`src/sv/dmpd_pkg.sv`:
```
`default_nettype none

package dmpd_pkg;

	// Request operation codes
	localparam logic [1:0] MODE_BYTE  = 2'd0;
	localparam logic [1:0] MODE_CLEAR = 2'd1;
	localparam logic [1:0] MODE_READ  = 2'd2;
	localparam logic [1:0] MODE_NOP   = 2'd3;

	// Request word
	typedef struct packed {
		logic [1:0] mode;
		logic [7:0] rx_byte;
		logic [6:0] read_index;
	} req_t;

	// Response word
	typedef struct packed {
		logic       packet_ready;
		logic       packet_done;
		logic       done_kind;
		logic [7:0] hex_first;
		logic [7:0] hex_second;
		logic [7:0] hex_third;
		logic [7:0] hex_fourth;
		logic [6:0] text_length;
		logic [7:0] read_char;
	} rsp_t;

	// Result stage contents; read data comes from the text buffer register
	typedef struct packed {
		logic       packet_ready;
		logic       packet_done;
		logic       done_kind;
		logic [7:0] hex_first;
		logic [7:0] hex_second;
		logic [7:0] hex_third;
		logic [7:0] hex_fourth;
		logic [6:0] text_length;
		logic       rd_sel;
	} res_s1_t;

endpackage

`default_nettype wire

```
`src/sv/dmpd_skid.sv`:
```
`default_nettype none

module dmpd_skid (
	input  wire logic           clk,
	input  wire logic           arst_n,
	input  wire logic           valid,
	output logic                stall,
	input  wire dmpd_pkg::req_t data,
	input  wire logic           take,
	output logic                item_valid,
	output dmpd_pkg::req_t      item
);
	import dmpd_pkg::*;

	logic skid_valid_q;
	req_t skid_q;

	// Stall is registered so the request side never waits on the response side
	assign stall      = skid_valid_q;
	assign item_valid = skid_valid_q | valid;
	assign item       = skid_valid_q ? skid_q : data;

	// Hold one word when the consumer cannot take it
	always_ff @(posedge clk or negedge arst_n) begin
		if (!arst_n) begin
			skid_valid_q <= 1'b0;
		end else if (skid_valid_q) begin
			if (take) begin
				skid_valid_q <= 1'b0;
			end
		end else if (valid && !take) begin
			skid_valid_q <= 1'b1;
		end
	end

	always_ff @(posedge clk) begin
		if (!skid_valid_q && valid && !take) begin
			skid_q <= data;
		end
	end

endmodule

`default_nettype wire

```
`src/sv/dmpd_tmem.sv`:
```
`default_nettype none

module dmpd_tmem #(
	parameter int DEPTH = 128,
	parameter int AW    = 7
) (
	input  wire logic          clk,
	input  wire logic          we,
	input  wire logic [AW-1:0] waddr,
	input  wire logic [7:0]    wdata,
	input  wire logic          re,
	input  wire logic [AW-1:0] raddr,
	output logic [7:0]         rdata
);

	logic [7:0] mem [DEPTH];
	logic [7:0] rdata_q;

	// One write port, one registered read port
	always_ff @(posedge clk) begin
		if (we) begin
			mem[waddr] <= wdata;
		end
		if (re) begin
			rdata_q <= mem[raddr];
		end
	end

	assign rdata = rdata_q;

endmodule

`default_nettype wire

```
`src/sv/dmpd_fsm.sv`:
```
`default_nettype none

module dmpd_fsm #(
	parameter int TEXT_DEPTH = 128,
	parameter int AW         = 7
) (
	input  wire logic           clk,
	input  wire logic           arst_n,
	input  wire logic           item_valid,
	input  wire dmpd_pkg::req_t item,
	input  wire logic           adv,
	output logic                mem_we,
	output logic [AW-1:0]       mem_waddr,
	output logic [7:0]          mem_wdata,
	output logic                mem_re,
	output logic [AW-1:0]       mem_raddr,
	output logic                res_valid_s1,
	output dmpd_pkg::res_s1_t   res_s1
);
	import dmpd_pkg::*;

	localparam int TEXT_LIMIT = (TEXT_DEPTH < 127) ? TEXT_DEPTH : 127;
	localparam int CW         = (AW > 7) ? AW : 7;

	localparam logic [7:0] HDR_HEX  = 8'hFF;
	localparam logic [7:0] TRL_HEX  = 8'hFE;
	localparam logic [7:0] HDR_TEXT = 8'h40;
	localparam logic [7:0] CHR_CR   = 8'h0D;
	localparam logic [7:0] CHR_LF   = 8'h0A;

	localparam logic [1:0] KIND_NONE = 2'd0;
	localparam logic [1:0] KIND_HEX  = 2'd1;
	localparam logic [1:0] KIND_TEXT = 2'd2;

	localparam logic [1:0] PH_IDLE  = 2'd0;
	localparam logic [1:0] PH_BODY  = 2'd1;
	localparam logic [1:0] PH_TRAIL = 2'd2;

	logic [1:0]      kind_q, kind_d;
	logic [1:0]      hex_phase_q, hex_phase_d;
	logic [1:0]      hex_pos_q, hex_pos_d;
	logic [1:0]      text_phase_q, text_phase_d;
	logic [6:0]      text_pos_q, text_pos_d;
	logic            ready_q, ready_d;
	logic [3:0][7:0] hex_q, hex_d;

	logic            fire;
	logic            hex_en, text_en;
	logic            hex_done, text_done;
	logic            rd_sel;
	logic [7:0]      b;
	logic [CW-1:0]   wext, rext;

	assign fire = item_valid & adv;
	assign b    = item.rx_byte;

	// Text buffer addressing
	assign wext      = CW'(text_pos_q);
	assign rext      = CW'(item.read_index);
	assign mem_waddr = wext[AW-1:0];
	assign mem_raddr = rext[AW-1:0];
	assign mem_wdata = b;
	assign mem_re    = fire && (item.mode == MODE_READ);

	// Next-state logic for one word
	always_comb begin
		kind_d       = kind_q;
		hex_phase_d  = hex_phase_q;
		hex_pos_d    = hex_pos_q;
		text_phase_d = text_phase_q;
		text_pos_d   = text_pos_q;
		ready_d      = ready_q;
		hex_d        = hex_q;
		hex_en       = 1'b0;
		text_en      = 1'b0;
		hex_done     = 1'b0;
		text_done    = 1'b0;
		mem_we       = 1'b0;
		rd_sel       = 1'b0;
		if (fire) begin
			unique case (item.mode)
				MODE_BYTE: begin
					hex_en  = ((kind_q == KIND_NONE) && (b == HDR_HEX)) || (kind_q == KIND_HEX);
					text_en = ((kind_q == KIND_NONE) && (b == HDR_TEXT)) || (kind_q == KIND_TEXT);
					if (kind_q == KIND_NONE) begin
						if (b == HDR_HEX) begin
							kind_d = KIND_HEX;
						end else if (b == HDR_TEXT) begin
							kind_d = KIND_TEXT;
						end
					end
					// hex packet: header, four payload bytes, trailer
					if (hex_en) begin
						unique case (hex_phase_q)
							PH_IDLE: begin
								if (b == HDR_HEX && !ready_q) begin
									hex_phase_d = PH_BODY;
									hex_pos_d   = 2'd0;
								end
							end
							PH_BODY: begin
								hex_d[hex_pos_q] = b;
								hex_pos_d        = 2'(hex_pos_q + 2'd1);
								if (hex_pos_q == 2'd3) begin
									hex_phase_d = PH_TRAIL;
								end
							end
							PH_TRAIL: begin
								if (b == TRL_HEX) begin
									hex_phase_d = PH_IDLE;
									ready_d     = 1'b1;
									kind_d      = KIND_NONE;
									hex_done    = 1'b1;
								end
							end
							default: ;
						endcase
					end
					// text packet: header, chars up to CR, then LF
					if (text_en) begin
						unique case (text_phase_q)
							PH_IDLE: begin
								if (b == HDR_TEXT && !ready_q) begin
									text_phase_d = PH_BODY;
									text_pos_d   = 7'd0;
								end
							end
							PH_BODY: begin
								if (b == CHR_CR) begin
									text_phase_d = PH_TRAIL;
								end else if (text_pos_q < 7'(TEXT_LIMIT)) begin
									mem_we     = 1'b1;
									text_pos_d = 7'(text_pos_q + 7'd1);
								end
							end
							PH_TRAIL: begin
								if (b == CHR_LF) begin
									text_phase_d = PH_IDLE;
									ready_d      = 1'b1;
									kind_d       = KIND_NONE;
									text_done    = 1'b1;
								end
							end
							default: ;
						endcase
					end
				end
				MODE_CLEAR: ready_d = 1'b0;
				MODE_READ: begin
					rd_sel = (CW + 1)'(item.read_index) < (CW + 1)'(TEXT_DEPTH);
				end
				MODE_NOP: ;
				default: ;
			endcase
		end
	end

	// Deframer state
	always_ff @(posedge clk or negedge arst_n) begin
		if (!arst_n) begin
			kind_q       <= KIND_NONE;
			hex_phase_q  <= PH_IDLE;
			hex_pos_q    <= 2'd0;
			text_phase_q <= PH_IDLE;
			text_pos_q   <= 7'd0;
			ready_q      <= 1'b0;
			hex_q        <= '0;
		end else begin
			kind_q       <= kind_d;
			hex_phase_q  <= hex_phase_d;
			hex_pos_q    <= hex_pos_d;
			text_phase_q <= text_phase_d;
			text_pos_q   <= text_pos_d;
			ready_q      <= ready_d;
			hex_q        <= hex_d;
		end
	end

	// Result stage valid
	always_ff @(posedge clk or negedge arst_n) begin
		if (!arst_n) begin
			res_valid_s1 <= 1'b0;
		end else if (adv) begin
			res_valid_s1 <= item_valid;
		end
	end

	// Result stage payload
	always_ff @(posedge clk) begin
		if (fire) begin
			res_s1.packet_ready <= ready_d;
			res_s1.packet_done  <= hex_done | text_done;
			res_s1.done_kind    <= text_done;
			res_s1.hex_first    <= hex_d[0];
			res_s1.hex_second   <= hex_d[1];
			res_s1.hex_third    <= hex_d[2];
			res_s1.hex_fourth   <= hex_d[3];
			res_s1.text_length  <= text_pos_d;
			res_s1.rd_sel       <= rd_sel;
		end
	end

`ifndef SYNTHESIS
	a_done_sets_ready: assert property (@(posedge clk) disable iff (!arst_n)
		res_valid_s1 && res_s1.packet_done |-> res_s1.packet_ready)
		else $error("completed packet without ready flag");

	a_len_limit: assert property (@(posedge clk) disable iff (!arst_n)
		text_pos_q <= 7'(TEXT_LIMIT))
		else $error("text length beyond limit");

	a_idle_phases: assert property (@(posedge clk) disable iff (!arst_n)
		kind_q == KIND_NONE |-> hex_phase_q == PH_IDLE && text_phase_q == PH_IDLE)
		else $error("packet phase active with no kind selected");

	a_clear_result: assert property (@(posedge clk) disable iff (!arst_n)
		fire && item.mode == MODE_CLEAR |=> !res_s1.packet_ready && !ready_q)
		else $error("clear access left ready flag set");
`endif

endmodule

`default_nettype wire

```
`src/sv/dual_mode_packet_deframer_core.sv`:
```
// A response word is valid once its request word reaches the result register, which is the
// accepting edge unless a stalled response holds it back. Throughput: one request word per
// cycle while responses are not stalled; every request gives exactly one response.
// Request stall comes from a one-word skid register: while a response waits, one more request
// is held there and further requests stall. Reset clears packet state, ready flag and hex
// payload; the text buffer is not cleared and its entries are defined once written.
`default_nettype none

module dual_mode_packet_deframer_core #(
	parameter int TEXT_DEPTH = 128
) (
	input  wire logic           clk,
	input  wire logic           arst_n,
	input  wire logic           req_valid,
	output logic                req_stall,
	input  wire dmpd_pkg::req_t req,
	output logic                rsp_valid,
	input  wire logic           rsp_stall,
	output dmpd_pkg::rsp_t      rsp
);
	import dmpd_pkg::*;

	localparam int AW = (TEXT_DEPTH > 1) ? $clog2(TEXT_DEPTH) : 1;

	logic          item_valid;
	req_t          item;
	logic          adv;
	logic          mem_we, mem_re;
	logic [AW-1:0] mem_waddr, mem_raddr;
	logic [7:0]    mem_wdata, mem_rdata;
	logic          res_valid_s1;
	res_s1_t       res_s1;

	// Result stage moves when empty or when the response is taken
	assign adv = !res_valid_s1 || !rsp_stall;

	dmpd_skid u_skid (
		.clk        (clk),
		.arst_n     (arst_n),
		.valid      (req_valid),
		.stall      (req_stall),
		.data       (req),
		.take       (adv),
		.item_valid (item_valid),
		.item       (item)
	);

	dmpd_fsm #(
		.TEXT_DEPTH (TEXT_DEPTH),
		.AW         (AW)
	) u_fsm (
		.clk          (clk),
		.arst_n       (arst_n),
		.item_valid   (item_valid),
		.item         (item),
		.adv          (adv),
		.mem_we       (mem_we),
		.mem_waddr    (mem_waddr),
		.mem_wdata    (mem_wdata),
		.mem_re       (mem_re),
		.mem_raddr    (mem_raddr),
		.res_valid_s1 (res_valid_s1),
		.res_s1       (res_s1)
	);

	dmpd_tmem #(
		.DEPTH (TEXT_DEPTH),
		.AW    (AW)
	) u_tmem (
		.clk   (clk),
		.we    (mem_we),
		.waddr (mem_waddr),
		.wdata (mem_wdata),
		.re    (mem_re),
		.raddr (mem_raddr),
		.rdata (mem_rdata)
	);

	// Response word assembly
	assign rsp_valid        = res_valid_s1;
	assign rsp.packet_ready = res_s1.packet_ready;
	assign rsp.packet_done  = res_s1.packet_done;
	assign rsp.done_kind    = res_s1.done_kind;
	assign rsp.hex_first    = res_s1.hex_first;
	assign rsp.hex_second   = res_s1.hex_second;
	assign rsp.hex_third    = res_s1.hex_third;
	assign rsp.hex_fourth   = res_s1.hex_fourth;
	assign rsp.text_length  = res_s1.text_length;
	assign rsp.read_char    = res_s1.rd_sel ? mem_rdata : 8'd0;

endmodule

`default_nettype wire
```
`config.mk`:
```
export PLATFORM = sky130hd
export DESIGN_NAME = dual_mode_packet_deframer_core
export DESIGN_NICKNAME = d
export VERILOG_FILES = /design/src/sv/dmpd_pkg.sv /design/src/sv/dmpd_skid.sv /design/src/sv/dmpd_tmem.sv /design/src/sv/dmpd_fsm.sv /design/src/sv/dual_mode_packet_deframer_core.sv
export SDC_FILE = /design/constraint.sdc
export NUM_CORES = 2
export LEC_CHECK = 0
export BUFFER_PORTS_ARGS = -buffer_cell sky130_fd_sc_hd__clkbuf_2
export CAP_MARGIN = 20
export CORE_ASPECT_RATIO = 1.4
export CORE_MARGIN = 4
export CORE_UTILIZATION = 30
export CTS_BUF_LIST = sky130_fd_sc_hd__clkbuf_4 sky130_fd_sc_hd__clkbuf_8
export DETAILED_ROUTE_END_ITERATION = 10
export SYNTH_ARGS = -nofsm -noshare
export SYNTH_HDL_FRONTEND = slang
export SYNTH_HIERARCHICAL = 1
export SYNTH_SLANG_ARGS = --single-unit
```
`constraint.sdc`:
```
create_clock -name clk -period 4.83 [get_ports clk]
set_clock_uncertainty 0.2 [all_clocks]
set_input_delay 0.7245 -clock clk [delete_from_list [all_inputs] [get_ports clk]]
set_output_delay 0.7245 -clock clk [all_outputs]
set_load 0.03 [all_outputs]
```
==> results.py <==
metrics = {
    "outcome": {
        "status": "completed",
    },
    "sta": {
        "slew_viol_final": 0,
        "period_needed_ns": 4.63,
        "relSlewSlack": 0.259,
        "setup_tns_ns": 0,
        "setup_viol": 0,
        "holdWs_ns": 0.293,
        "fin_crit_sh": 0.959,
        "final_hold_viol_count": 0,
        "worst_slew_pin_slew_ns": 1.11,
        "rsz0062_at_grt": "yes",
        "fmax_mhz": 216,
    },
    "critical_path": {
        "cp_max_fo": 16,
        "startpoint_type": "flip-flop",
        "cp-end-kind": "flip-flop",
        "worst_ep_arrival_time_ns": 4.87,
        "required_ns": 5.07,
        "crit_type": "reg -> reg",
    },
    "synthesis": {
        "synth.most_common_cell": "edfxtp_1",
        "ys_seq_area_frac": 0.765,
        "synth-seq-cells": 1142,
        "synth_edf_count": 1092,
        "syn_area_um2": 44500,
        "synth_cells": 1952,
        "ys_types": 52,
        "synthArstFlopShare": 0.0438,
        "synth_warnings": 6,
        "synth_ff_type": "edfxtp_1",
        "netlist_top_cells_count": "edfxtp_1, mux4_2, nor2_1, dfrtp_1, clkbuf_1",
        "synth_area_leaders": "edfxtp_1, mux4_2, dfrtp_1",
        "synth_top_area_cell": "edfxtp_1",
        "synth_top_area_frac": 0.737,
        "synth_area_per_cell_um2": 22.8,
        "syn-num-nets": 1985,
    },
    "final_layout": {
        "syn_to_final_growth_pct": 15.7,
        "layout.nets": 2285,
        "drive_above_1_share": 0.368,
    },
    "cts": {
        "cts.sinks": 1142,
        "cts-root-buf": "clkbuf_8",
        "cts_buffers": 158,
        "path_clk_slew_ns": 0.07,
        "htree_levels": 4,
        "clockBufferDepth": 3,
        "clk_latency_ns": 0.84,
        "cts_tree": "yes",
    },
    "die": {
        "dieWidth_um": 334,
        "die_area_um2": 155000,
        "core_um2": 148000,
        "num_rows": 167,
        "start_util": 0.301,
        "boundaryPins": 73,
        "fp.dieH_um": 464,
    },
    "global_routing": {
        "first_global_vias": 22610,
        "grt_max_degree": 101,
        "grt_first_pass_wirelength_um": 155000,
        "grtUsageTotal": 0.135,
        "grt_overflow": 0,
        "antenna_found_initial": 2,
    },
    "routing": {
        "routed_wl_um": 105000,
        "antenna_left": 0,
        "drc": 0,
        "avgViaCountPerCell": 4.86,
        "drt_iter0_markers": 1692,
        "wl_per_cell_um": 24.4,
        "drt_pre_antenna_iters": 5,
        "vias": 20984,
    },
    "worst_hold_path": {
        "hold_path.class": "reg -> reg",
    },
    "place": {
        "place_hpwl_um": 66400,
        "port_buffers": 72,
        "routabilityCongestion": 0.784,
    },
    "flow_run": {
        "cap_violations": 0,
    },
    "power_and_ir_drop": {
        "leakagePower_uw": 0.0165,
        "p_per_area_nw_per_um2": 391,
        "ir_drop_mv": 0.292,
    },
}
[metal layers]
| metal | vias to the layer above | track usage | part of all wire | wire (um) |
|---|---|---|---|---|
| li1 | 8801 | - | - | - |
| met1 | 11338 | 0.160 | 0.37 | 39500 |
| met4 | 2 | 0.0402 | 0.024 | 2580 |
| met2 | 685 | 0.249 | 0.55 | 58000 |
| met5 | - | 0 | 0.00012 | 13 |
| met3 | 158 | 0.0251 | 0.051 | 5350 |
[registers in the layout, indices dropped and copies added (netlist names)]
register            count
u_tmem/rdata            8
u_fsm/hex_q            32
u_fsm/hex_pos_q         2
u_fsm/text_phase_q      2
u_skid/stall            1
u_fsm/res_s1           43
u_tmem/mem           1024
u_skid/skid_q          17
u_fsm/res_valid_s1      1
u_fsm/mem_waddr         7
u_fsm/kind_q            2
u_fsm/ready_q           1
u_fsm/hex_phase_q       2
[cell usage in the layout, fill, tap and decap left out, types with 21 or more instances in the layout]
cell,count
clkbuf_2,72
clkbuf_8,166
dlygate4sd3_1,21
mux4_2,336
clkbuf_4,40
nand3_1,22
nor2_1,129
edfxtp_1,1092
mux2_2,40
dfrtp_1,50
nand2_1,31
buf_4,138
clkinv_1,44
[worst max-delay path, stage by stage (launching register included)]
cell and delay (ns):
dfrtp_1 0.88, mux2_4 0.36, or4_4 0.59, o21bai_4 0.21, nand4_1 0.26, nor2_1 0.21, nor2b_1 0.29, nand2_1 0.51
nor2_1 0.70
[final cells by class]
cell class / instances / area (um2)
clock buffer: 206 / 2580
inverter: 14 / 52.6
timing repair buffer: 250 / 1980
clock inverter: 78 / 517
antenna: 2 / 5.00
tap: 1943 / 2430
sequential: 1142 / 34000
multi-input combinational: 686 / 9870
fill: 13546 / 96200
[power breakdown]
group	switching (uW)	leakage [uW]	internal, uW	total [uW]
Sequential	37.2	0.0105	11000	11100
Clock	3570	0.00162	3780	7360
Combinational	995	0.00431	696	1690
Total	4610	0.0165	15500	20100
[what timing repair did]
action | in CTS | in global routing
setup buffers | 0 | 0
endpoints found under the hold margin | 69 | 0
endpoints found under the setup margin | 0 | 24
resized for setup | 0 | 0
hold buffers | 21 | 0
[stage by stage]
step	cell area, um2	std cells	power (uW)	setup slack, ns	utilization
6_report	51500	4321	20100	0.199	0.349
5_1_grt	51500	4320	20900	-0.0490	0.348
4_1_cts	51400	4317	20300	0.227	0.348
3_5_place_dp	48100	4012	13000	0.257	0.326
3_3_place_gp	48100	4010	12900	0.327	0.326
2_1_floorplan	44500	1952	12300	0.756	-
[kinds of logic (layout without fill, tap and decap cells)]
family                   count (synthesis)  count (layout)  synth area share
AO/OA/AOI/OAI                           31              31           0.00565
adder cells (fa/ha/maj)                 12              12           0.00337
buffers and inverters                  124             548            0.0141
flip-flops                            1142            1142             0.765
multiplexers                           397             397             0.187
other                                    0               2                 0
AND/OR/NAND/NOR                        246             246            0.0254
[worst paths after layout]
kind                                      from                 end  slack (ns)  cells past startpoint
worst max-delay path              u_skid/stall  u_tmem/mem[120][0]        0.20                      8
min in group asynchronous               arst_n     u_fsm/hex_q[18]        0.35                      3
worst min-delay path            u_fsm/hex_q[1]      u_fsm/hex_q[1]        0.29                      1
worst max register to register    u_skid/stall  u_tmem/mem[120][0]        0.20                      8
worst min register to register  u_fsm/hex_q[1]      u_fsm/hex_q[1]        0.29                      1
max in group asynchronous               arst_n      u_fsm/hex_q[6]        3.63                      3
No activity file was read; power rests on OpenSTA's default activity.
